$ cat src/design/asea_pkg.sv
// Package: types, constants and microcode ROM for the analog scale / EMA / alarm block.
package asea_pkg;

  localparam int unsigned CFG_IDX_W  = 3;
  localparam int unsigned CFG_DATA_W = 16;

  localparam logic [CFG_IDX_W-1:0] CFG_RAW_LOW    = 3'd0;
  localparam logic [CFG_IDX_W-1:0] CFG_RAW_HIGH   = 3'd1;
  localparam logic [CFG_IDX_W-1:0] CFG_ENG_LOW    = 3'd2;
  localparam logic [CFG_IDX_W-1:0] CFG_ENG_HIGH   = 3'd3;
  localparam logic [CFG_IDX_W-1:0] CFG_SMOOTHING  = 3'd4;
  localparam logic [CFG_IDX_W-1:0] CFG_ALARM_HIGH = 3'd5;
  localparam logic [CFG_IDX_W-1:0] CFG_ALARM_LOW  = 3'd6;

  localparam logic signed [15:0] ALARM_OFF_CODE = 16'sh8000;
  localparam logic [6:0]         FILT_DIV       = 7'd101;
  localparam logic [6:0]         FILT_MAX       = 7'd100;

  localparam int unsigned DIV_NUM_W = 48;
  localparam int unsigned DIV_DEN_W = 16;
  localparam int unsigned DIV_STEPS = 2;
  localparam int unsigned DIV_ITER  = DIV_NUM_W / DIV_STEPS;
  localparam int unsigned DIV_CNT_W = $clog2(DIV_ITER + 1);

  localparam int unsigned UC_DEPTH = 16;
  localparam int unsigned PC_W     = $clog2(UC_DEPTH);

  typedef enum logic [3:0] {
    OP_FETCH,
    OP_SETUP_SCALE,
    OP_MUL,
    OP_DIV_SCALE,
    OP_DIV_FILT,
    OP_DIV_WAIT,
    OP_SCALE,
    OP_CLAMP,
    OP_EMPTY,
    OP_PRIME,
    OP_SETUP_FILT,
    OP_FILT_UPD,
    OP_ROUND,
    OP_OUT
  } op_e;

  typedef enum logic [2:0] {
    C_NEXT,
    C_ALWAYS,
    C_NO_INPUT,
    C_EMPTY,
    C_DIV_BUSY,
    C_SMOOTH_OFF,
    C_OUT_BLOCKED
  } cond_e;

  typedef struct packed {
    op_e             op;
    cond_e           cond;
    logic [PC_W-1:0] target;
  } ucode_t;

  function automatic ucode_t ucode_rom(input logic [PC_W-1:0] pc);
    ucode_t w;
    case (pc)
      4'd0:  w = '{op: OP_FETCH,       cond: C_NO_INPUT,    target: 4'd0};
      4'd1:  w = '{op: OP_SETUP_SCALE, cond: C_EMPTY,       target: 4'd7};
      4'd2:  w = '{op: OP_MUL,         cond: C_NEXT,        target: 4'd0};
      4'd3:  w = '{op: OP_DIV_SCALE,   cond: C_NEXT,        target: 4'd0};
      4'd4:  w = '{op: OP_DIV_WAIT,    cond: C_DIV_BUSY,    target: 4'd4};
      4'd5:  w = '{op: OP_SCALE,       cond: C_NEXT,        target: 4'd0};
      4'd6:  w = '{op: OP_CLAMP,       cond: C_ALWAYS,      target: 4'd8};
      4'd7:  w = '{op: OP_EMPTY,       cond: C_NEXT,        target: 4'd0};
      4'd8:  w = '{op: OP_PRIME,       cond: C_SMOOTH_OFF,  target: 4'd14};
      4'd9:  w = '{op: OP_SETUP_FILT,  cond: C_NEXT,        target: 4'd0};
      4'd10: w = '{op: OP_MUL,         cond: C_NEXT,        target: 4'd0};
      4'd11: w = '{op: OP_DIV_FILT,    cond: C_NEXT,        target: 4'd0};
      4'd12: w = '{op: OP_DIV_WAIT,    cond: C_DIV_BUSY,    target: 4'd12};
      4'd13: w = '{op: OP_FILT_UPD,    cond: C_NEXT,        target: 4'd0};
      4'd14: w = '{op: OP_ROUND,       cond: C_NEXT,        target: 4'd0};
      4'd15: w = '{op: OP_OUT,         cond: C_OUT_BLOCKED, target: 4'd15};
      default: w = '{op: OP_FETCH,     cond: C_ALWAYS,      target: 4'd0};
    endcase
    return w;
  endfunction

endpackage

$ cat src/design/asea_div.sv
// Unsigned radix-4 restoring divider, two quotient bits per cycle.
module asea_div (
  input  logic                           clk_i,
  input  logic                           rst_ni,
  input  logic                           start_i,
  input  logic [asea_pkg::DIV_NUM_W-1:0] num_i,
  input  logic [asea_pkg::DIV_DEN_W-1:0] den_i,
  output logic                           busy_o,
  output logic [asea_pkg::DIV_NUM_W-1:0] quot_o
);
  import asea_pkg::*;

  logic [DIV_NUM_W-1:0] work_q, work_d;
  logic [DIV_DEN_W-1:0] rem_q, rem_d;
  logic [DIV_DEN_W-1:0] den_q;
  logic [DIV_CNT_W-1:0] cnt_q;
  logic                 busy_q;

  always_comb begin
    logic [DIV_DEN_W:0]   r;
    logic [DIV_NUM_W-1:0] w;
    logic [DIV_DEN_W-1:0] rm;
    w  = work_q;
    rm = rem_q;
    for (int k = 0; k < DIV_STEPS; k++) begin
      r = {rm, w[DIV_NUM_W-1]};
      w = {w[DIV_NUM_W-2:0], 1'b0};
      if (r >= {1'b0, den_q}) begin
        r    = r - {1'b0, den_q};
        w[0] = 1'b1;
      end
      rm = r[DIV_DEN_W-1:0];
    end
    work_d = w;
    rem_d  = rm;
  end

  always_ff @(posedge clk_i or negedge rst_ni) begin
    if (!rst_ni) begin
      busy_q <= 1'b0;
      cnt_q  <= '0;
    end else if (start_i) begin
      busy_q <= 1'b1;
      cnt_q  <= DIV_CNT_W'(DIV_ITER);
    end else if (busy_q) begin
      cnt_q <= cnt_q - 1'b1;
      if (cnt_q == DIV_CNT_W'(1)) begin
        busy_q <= 1'b0;
      end
    end
  end

  always_ff @(posedge clk_i) begin
    if (start_i) begin
      work_q <= num_i;
      den_q  <= den_i;
      rem_q  <= '0;
    end else if (busy_q) begin
      work_q <= work_d;
      rem_q  <= rem_d;
    end
  end

  assign busy_o = busy_q;
  assign quot_o = work_q;

  start_when_idle_a: assert property (@(posedge clk_i) disable iff (!rst_ni)
    start_i |-> !busy_q) else $error("divider restarted while busy");

  count_tracks_busy_a: assert property (@(posedge clk_i) disable iff (!rst_ni)
    busy_q |-> (cnt_q != '0)) else $error("divider busy with zero count");

  finish_a: assert property (@(posedge clk_i) disable iff (!rst_ni)
    (busy_q && cnt_q == DIV_CNT_W'(1) && !start_i) |=> !busy_q)
    else $error("divider did not finish on last step");

endmodule

$ cat src/design/analog_scale_ema_alarm.sv
// Top level: microcoded scale, clamp, EMA filter, rounding and alarms for one analog channel.
//
//  channel | handshake             | payload
//  --------+-----------------------+-----------------------------------------
//  in      | in_valid_i/in_ready_o | sample_i
//  out     | out_valid_o/out_ready_i | eng_value_o, high_alarm_o, low_alarm_o
//  cfg     | cfg_valid_i/cfg_ready_o | cfg_index_i, cfg_data_i
//
//  One sample at a time: a new sample is accepted only at the fetch step.
//  Empty range: the scale pass is skipped and the low engineering value is used.
//  The shared radix-4 divider serves both passes (scale, filter).
//  Reset restores the register defaults and clears the filter state; no clearing pass.
//  A result waiting in the output register stalls the sequencer only at its output step.
//  Configuration writes are always taken.
module analog_scale_ema_alarm (
  input  logic                           clk_i,
  input  logic                           rst_ni,
  input  logic                           in_valid_i,
  output logic                           in_ready_o,
  input  logic [15:0]                    sample_i,
  output logic                           out_valid_o,
  input  logic                           out_ready_i,
  output logic signed [15:0]             eng_value_o,
  output logic                           high_alarm_o,
  output logic                           low_alarm_o,
  input  logic                           cfg_valid_i,
  output logic                           cfg_ready_o,
  input  logic [asea_pkg::CFG_IDX_W-1:0] cfg_index_i,
  input  logic [asea_pkg::CFG_DATA_W-1:0] cfg_data_i
);
  import asea_pkg::*;

  // configuration
  logic [15:0]        raw_low_q, raw_high_q;
  logic signed [15:0] eng_low_q, eng_high_q;
  logic [6:0]         smoothing_q;
  logic signed [15:0] alarm_high_q, alarm_low_q;

  // sequencer
  logic [PC_W-1:0] pc_q, pc_d;
  ucode_t          uc;

  // datapath
  logic [15:0]           sample_q;
  logic [31:0]           mul_a_q;
  logic [15:0]           mul_b_q;
  logic [47:0]           prod_q;
  logic                  neg_q;
  logic [DIV_DEN_W-1:0]  den_q;
  logic signed [49:0]    acc_q;
  logic signed [31:0]    y_q;
  logic signed [31:0]    fv_q;
  logic                  primed_q;
  logic signed [15:0]    eng_q;

  // output register
  logic                  out_valid_q;
  logic signed [15:0]    out_eng_q;
  logic                  out_hi_q, out_lo_q;

  // divider
  logic                  div_start;
  logic [DIV_NUM_W-1:0]  div_num;
  logic                  div_busy;
  logic [DIV_NUM_W-1:0]  div_quot;

  // combinational helpers
  logic signed [16:0] dsig, span, espan, dabs, sabs, eabs;
  logic               empty_c;
  logic signed [32:0] diff, diff_abs;
  logic [6:0]         fsat, wgt;
  logic signed [49:0] q_ext, q_sgn, base_ext, lo_ext, hi_ext;
  logic signed [33:0] upd;
  logic [32:0]        rpos, rneg_mag;
  logic [15:0]        eng_c;
  logic               in_fire, out_blocked, hi_c, lo_c;

  assign uc          = ucode_rom(pc_q);
  assign in_ready_o  = (uc.op == OP_FETCH);
  assign in_fire     = in_valid_i && in_ready_o;
  assign out_blocked = out_valid_q && !out_ready_i;
  assign cfg_ready_o = 1'b1;

  always_comb begin
    dsig  = $signed({1'b0, sample_q}) - $signed({1'b0, raw_low_q});
    span  = $signed({1'b0, raw_high_q}) - $signed({1'b0, raw_low_q});
    espan = $signed({eng_high_q[15], eng_high_q}) - $signed({eng_low_q[15], eng_low_q});
    dabs  = dsig[16]  ? -dsig  : dsig;
    sabs  = span[16]  ? -span  : span;
    eabs  = espan[16] ? -espan : espan;
    empty_c = (span == 17'sd0) || (espan == 17'sd0);

    diff     = $signed({y_q[31], y_q}) - $signed({fv_q[31], fv_q});
    diff_abs = diff[32] ? -diff : diff;
    fsat     = (smoothing_q > FILT_MAX) ? FILT_MAX : smoothing_q;
    wgt      = FILT_DIV - fsat;

    q_ext    = $signed({2'b00, div_quot});
    q_sgn    = neg_q ? -q_ext : q_ext;
    base_ext = $signed({{18{eng_low_q[15]}}, eng_low_q, 16'h0000});
    hi_ext   = $signed({{18{eng_high_q[15]}}, eng_high_q, 16'h0000});
    lo_ext   = base_ext;
    if (eng_low_q >= eng_high_q) begin
      lo_ext = hi_ext;
      hi_ext = base_ext;
    end

    upd = $signed({{2{fv_q[31]}}, fv_q})
        + (neg_q ? -$signed({2'b00, div_quot[31:0]}) : $signed({2'b00, div_quot[31:0]}));

    rpos     = {1'b0, y_q} + 33'd32768;
    rneg_mag = (-{y_q[31], y_q}) + 33'd32768;
    eng_c    = y_q[31] ? -rneg_mag[31:16] : rpos[31:16];

    hi_c = (alarm_high_q != ALARM_OFF_CODE) && (eng_q >= alarm_high_q);
    lo_c = (alarm_low_q  != ALARM_OFF_CODE) && (eng_q <= alarm_low_q);
  end

  // sequencer
  always_comb begin
    logic jump;
    case (uc.cond)
      C_NEXT:        jump = 1'b0;
      C_ALWAYS:      jump = 1'b1;
      C_NO_INPUT:    jump = !in_fire;
      C_EMPTY:       jump = empty_c;
      C_DIV_BUSY:    jump = div_busy;
      C_SMOOTH_OFF:  jump = (smoothing_q == 7'd0);
      C_OUT_BLOCKED: jump = out_blocked;
      default:       jump = 1'b0;
    endcase
    pc_d = jump ? uc.target : PC_W'(pc_q + 1'b1);
  end

  always_ff @(posedge clk_i or negedge rst_ni) begin
    if (!rst_ni) begin
      pc_q <= '0;
    end else begin
      pc_q <= pc_d;
    end
  end

  // divider operands
  assign div_start = (uc.op == OP_DIV_SCALE) || (uc.op == OP_DIV_FILT);
  always_comb begin
    if (uc.op == OP_DIV_SCALE) begin
      div_num = {prod_q[31:0], 16'h0000} + DIV_NUM_W'(den_q >> 1);
    end else begin
      div_num = prod_q + DIV_NUM_W'(den_q >> 1);
    end
  end

  asea_div u_div (
    .clk_i   (clk_i),
    .rst_ni  (rst_ni),
    .start_i (div_start),
    .num_i   (div_num),
    .den_i   (den_q),
    .busy_o  (div_busy),
    .quot_o  (div_quot)
  );

  // datapath payload
  always_ff @(posedge clk_i) begin
    case (uc.op)
      OP_FETCH: begin
        if (in_fire) begin
          sample_q <= sample_i;
        end
      end
      OP_SETUP_SCALE: begin
        mul_a_q <= {16'h0000, dabs[15:0]};
        mul_b_q <= eabs[15:0];
        neg_q   <= dsig[16] ^ espan[16] ^ span[16];
        den_q   <= sabs[15:0];
      end
      OP_MUL:      prod_q <= mul_a_q * mul_b_q;
      OP_SCALE:    acc_q  <= base_ext + q_sgn;
      OP_CLAMP: begin
        if (acc_q < lo_ext) begin
          y_q <= lo_ext[31:0];
        end else if (acc_q > hi_ext) begin
          y_q <= hi_ext[31:0];
        end else begin
          y_q <= acc_q[31:0];
        end
      end
      OP_EMPTY:    y_q <= base_ext[31:0];
      OP_SETUP_FILT: begin
        mul_a_q <= diff_abs[31:0];
        mul_b_q <= {9'h000, wgt};
        neg_q   <= diff[32];
        den_q   <= {9'h000, FILT_DIV};
      end
      OP_FILT_UPD: y_q   <= upd[31:0];
      OP_ROUND:    eng_q <= eng_c;
      default: ;
    endcase
  end

  // filter state
  always_ff @(posedge clk_i or negedge rst_ni) begin
    if (!rst_ni) begin
      fv_q     <= '0;
      primed_q <= 1'b0;
    end else if (uc.op == OP_PRIME && smoothing_q != 7'd0 && !primed_q) begin
      fv_q     <= y_q;
      primed_q <= 1'b1;
    end else if (uc.op == OP_FILT_UPD) begin
      fv_q <= upd[31:0];
    end
  end

  // output register
  always_ff @(posedge clk_i or negedge rst_ni) begin
    if (!rst_ni) begin
      out_valid_q <= 1'b0;
    end else if (uc.op == OP_OUT && !out_blocked) begin
      out_valid_q <= 1'b1;
    end else if (out_ready_i) begin
      out_valid_q <= 1'b0;
    end
  end

  always_ff @(posedge clk_i) begin
    if (uc.op == OP_OUT && !out_blocked) begin
      out_eng_q <= eng_q;
      out_hi_q  <= hi_c;
      out_lo_q  <= lo_c;
    end
  end

  assign out_valid_o  = out_valid_q;
  assign eng_value_o  = out_eng_q;
  assign high_alarm_o = out_hi_q;
  assign low_alarm_o  = out_lo_q;

  // configuration registers
  always_ff @(posedge clk_i or negedge rst_ni) begin
    if (!rst_ni) begin
      raw_low_q    <= 16'd0;
      raw_high_q   <= 16'hFFFF;
      eng_low_q    <= 16'sd0;
      eng_high_q   <= 16'sd10000;
      smoothing_q  <= 7'd0;
      alarm_high_q <= ALARM_OFF_CODE;
      alarm_low_q  <= ALARM_OFF_CODE;
    end else if (cfg_valid_i && cfg_ready_o) begin
      case (cfg_index_i)
        CFG_RAW_LOW:    raw_low_q    <= cfg_data_i;
        CFG_RAW_HIGH:   raw_high_q   <= cfg_data_i;
        CFG_ENG_LOW:    eng_low_q    <= $signed(cfg_data_i);
        CFG_ENG_HIGH:   eng_high_q   <= $signed(cfg_data_i);
        CFG_SMOOTHING:  smoothing_q  <= cfg_data_i[6:0];
        CFG_ALARM_HIGH: alarm_high_q <= $signed(cfg_data_i);
        CFG_ALARM_LOW:  alarm_low_q  <= $signed(cfg_data_i);
        default: ;
      endcase
    end
  end

  primed_sticky_a: assert property (@(posedge clk_i) disable iff (!rst_ni)
    !$fell(primed_q)) else $error("filter lost its primed state");

  div_start_idle_a: assert property (@(posedge clk_i) disable iff (!rst_ni)
    div_start |-> !div_busy) else $error("divider started while busy");

  out_write_a: assert property (@(posedge clk_i) disable iff (!rst_ni)
    (uc.op == OP_OUT && !out_blocked) |=> (out_valid_q && pc_q == '0))
    else $error("result write did not complete");

  wait_holds_a: assert property (@(posedge clk_i) disable iff (!rst_ni)
    (uc.op == OP_DIV_WAIT && div_busy) |=> $stable(pc_q))
    else $error("sequencer left divider wait early");

endmodule
$ cat config.mk
export PLATFORM = sky130hd
export DESIGN_NAME = analog_scale_ema_alarm
export DESIGN_NICKNAME = d
export VERILOG_FILES = /design/src/design/asea_pkg.sv /design/src/design/asea_div.sv /design/src/design/analog_scale_ema_alarm.sv
export SDC_FILE = /design/constraint.sdc
export NUM_CORES = 2
export LEC_CHECK = 0
export BUFFER_PORTS_ARGS = -buffer_cell sky130_fd_sc_hd__buf_2
export CORE_MARGIN = 2
export CORE_UTILIZATION = 60
export CTS_CLUSTER_SIZE = 28
export DETAILED_ROUTE_END_ITERATION = 7
export HOLD_SLACK_MARGIN = 0.05
export PLACE_DENSITY = 0.73
export SLEW_MARGIN = 20
export SYNTH_ARGS = -nofsm -noshare
export SYNTH_HDL_FRONTEND = slang
export SYNTH_SLANG_ARGS = --single-unit
$ cat constraint.sdc
create_clock -name clk_i -period 7.81 [get_ports clk_i]
set_input_delay 0.3905 -clock clk_i [delete_from_list [all_inputs] [get_ports clk_i]]
set_output_delay 0.3905 -clock clk_i [all_outputs]
set_load 0.02 [all_outputs]
==> metrics <==
Synth cell types 93; first-pass GRT wire length 230.8 mm; slew margin rel. 0.2461; top area cells in the synthesized netlist edfxtp_1, fa_1, ha_1; RR Endpoint prod_q[40]; most frequent CP cell fa_1; CP max-delay cell edfxtp_1; CTS H-Tree Depth 2; Synth warnings 0; routed wire length per instance 22.02 um; crit end category flop; CP startpoint kind flop; Final Slew Violations 0; Max Root-Sink Buffers 3; share of layout cells above drive strength 1 0.07611; largest area contributor in the netlist edfxtp_1; CTS clk-pin slew, worst paths 60 ps; Hold Path Cell Cnt 3; fraction of registers with async set/reset 0.3114; DRT antenna net count 0; Primary FF master, synth edfxtp_1; crit path kind reg -> reg; reg2reg start mul_b_q[1]; Via Count 41,440; HPWL after detailed placement 115.2 mm; largest net degree at the start of global routing 84; CP arrival 7770 ps; cell with the most instances after synthesis inv_1; cells after synthesis 5,552; Setup TNS 0 ps; Die Width 295.4 um; Crit path required time 8180 ps; num rows 106; worst-path cell chain buf_4 -> nand2_1 -> fa_1 -> fa_1 -> fa_1 -> inv_1 -> fa_1 -> fa_1 -> inv_1 -> fa_1 -> inv_1 -> ha_1 -> nand3_1 -> nor2_1 -> nand2_1 -> o21ai_0 -> a31oi_1 -> o221a_2 -> o21ai_0 -> a21oi_1 -> o31ai_1 -> buf_4 -> mux2i_1 -> o2111ai_1; DRT iter0 DRCs 4,010; PortBufs 59; Hold Path End raw_low_q[10]; Worst Path Max Fanout 23; skew final 22.38 ps; RSZ-0062 raised after global routing no; Die H 295.4 um; reg-to-reg slack, setup 410 ps; Sink Count 472; hold crit path type in -> reg; DRT Pass-1 Iters 7; max-cap violation count 0; GR Overflow Total 0; initial cell density of the core 0.6077; Num CTS Buffers 54; Fillers 6,950; vias in the first global route 40,380; status complete, no violations; GRT Util Overall 0.3441; Synth top cells by count inv_1, nand2_1, ha_1; Worst path max stage delay 950 ps; syn nets 6,447; FF+latch count, synth 472; Mapped Avg Cell Area 9.175 um2; cell area after synthesis 50,940 um2; sequential fraction of the synthesis area 0.2612; WP buf/inv 5; initial antenna violation count 3; layout overhead on the synthesized area 7.204%; EDFF count, synth 309; clock root buffer clkbuf_16; core outline area 83,820 um2; Tmin final 7399 ps; Final Hold Vio Count 0; top cell type's share of synthesized area 0.1821; final wirelength 148.0 mm; worst skew pair latency 640 ps; Register-to-Register Path Depth 24; worst slew pin tran 1116 ps; die area 87,250 um2; Max Freq 135.2 MHz; CTS tree done; CP top delay family adder cells; vias per cell 6.166; final worst path period share 0.9474; # IOs 61; # DRC 0; nets 6,434; hold wc startpoint cfg_data_i[10]; Setup violations, final 0; RD Place Congestion 0.9864
sequential cells by signal (all words and copies together), names as in the netlist, 5 cells and up:
| register | cells |
|---|---|
| eng_value_o | 16 |
| alarm_high_q | 16 |
| alarm_low_q | 16 |
| eng_low_q | 16 |
| eng_high_q | 16 |
| y_q | 32 |
| smoothing_q | 7 |
| fv_q | 32 |
| raw_high_q | 16 |
| mul_b_q | 16 |
| mul_a_q | 32 |
| acc_q | 50 |
| raw_low_q | 16 |
| prod_q | 48 |
| u_div.quot_o | 48 |
| u_div.rem_q | 16 |
| sample_q | 16 |
| eng_q | 16 |
| u_div.cnt_q | 5 |
| u_div.den_q | 16 |
| den_q | 16 |
cell families after synthesis:
kind of cell	after synthesis	synth area share
simple gates	1661	0.1601
mux	158	0.03328
compound gates	1134	0.1426
fa+ha+maj	856	0.2731
other cells	1	0.00007361
xor+xnor	364	0.06258
buf+inv	906	0.06700
flops	472	0.2612
per-layer routing:
layer | GRT usage | routed length (um) | up-vias | share of wire
li1 | - | - | 19020 | -
met1 | 0.4760 | 60990 | 20240 | 0.41
met2 | 0.5263 | 65490 | 1827 | 0.44
met3 | 0.06999 | 14210 | 350 | 0.096
met4 | 0.1494 | 7289 | 0 | 0.049
met5 | 0 | 0 | - | 0
stage by stage:
step / worst slack (ps) / instances / hold WS (ps) / util / cell area, um2
floorplan: 993.5 / 5552 / 94.91 / - / 50940
finish: 411.0 / 6721 / 85.00 / 0.6515 / 54610
CTS: 386.2 / 6717 / 59.82 / 0.6512 / 54590
global route: 80.14 / 6718 / 88.04 / 0.6514 / 54600
global placement: 589.7 / 6599 / 480.0 / 0.6262 / 52490
detailed placement: 447.6 / 6599 / 481.9 / 0.6262 / 52490
worst max-delay path by stage:
stage / cells past startpoint / to / startpoint
finish: 24 / prod_q[40] / mul_b_q[1]
detailed placement: 20 / prod_q[47] / mul_b_q[14]
CTS: 20 / prod_q[47] / mul_b_q[14]
global route: 24 / prod_q[40] / mul_b_q[3]
global placement: 20 / prod_q[47] / mul_b_q[14]
floorplan: 10 / den_q[0] / pc_q[0]
placed cells by master, fill, tap and decap left out, drive strengths merged, types with 34 or more instances in the layout:
master / n
ha: 428
inv: 686
buf: 136
mux2i: 67
nor4: 40
and2: 231
nor3: 82
nand2: 625
fa: 427
nor2b: 53
dfrtp: 124
clkbuf: 62
o31ai: 39
a21o: 117
edfxtp: 309
nor2: 272
o21ai: 269
nand3: 88
a21oi: 322
nand4: 55
nand2b: 50
o21a: 38
or3: 34
xor2: 120
mux2: 91
xnor2: 244
final cells by class:
| type | instances | area, um2 | share of cell area |
|---|---|---|---|
| antenna | 3 | 7.507 | 0.0001375 |
| clock buffer | 62 | 1423 | 0.02605 |
| clock inverter | 39 | 503.0 | 0.009210 |
| inverter | 684 | 2569 | 0.04704 |
| multi-input combinational | 4174 | 34330 | 0.6287 |
| sequential | 472 | 13310 | 0.2437 |
| tap | 1134 | 1419 | 0.02598 |
| timing repair buffer | 153 | 1050 | 0.01922 |
worst register-to-register path, cell delays in order (launching register included):
cell	delay, ps
edfxtp_1	950
buf_4	320
nand2_1	90
fa_1	520
fa_1	430
fa_1	510
inv_1	50
fa_1	460
fa_1	570
inv_1	60
fa_1	620
inv_1	80
ha_1	420
nand3_1	130
nor2_1	180
nand2_1	100
o21ai_0	190
a31oi_1	80
o221a_2	240
o21ai_0	100
a21oi_1	180
o31ai_1	300
buf_4	210
mux2i_1	210
o2111ai_1	120
repair_timing:
item                                    CTS  global route
hold endpoints to repair                 82             0
gates resized for setup                   0             0
endpoints found under the setup margin    0             1
hold buffers                             17             0
buffers inserted                          0             1
Power is not shown: default switching activity piles up to over one toggle a cycle in this logic, so the estimate is an artifact.
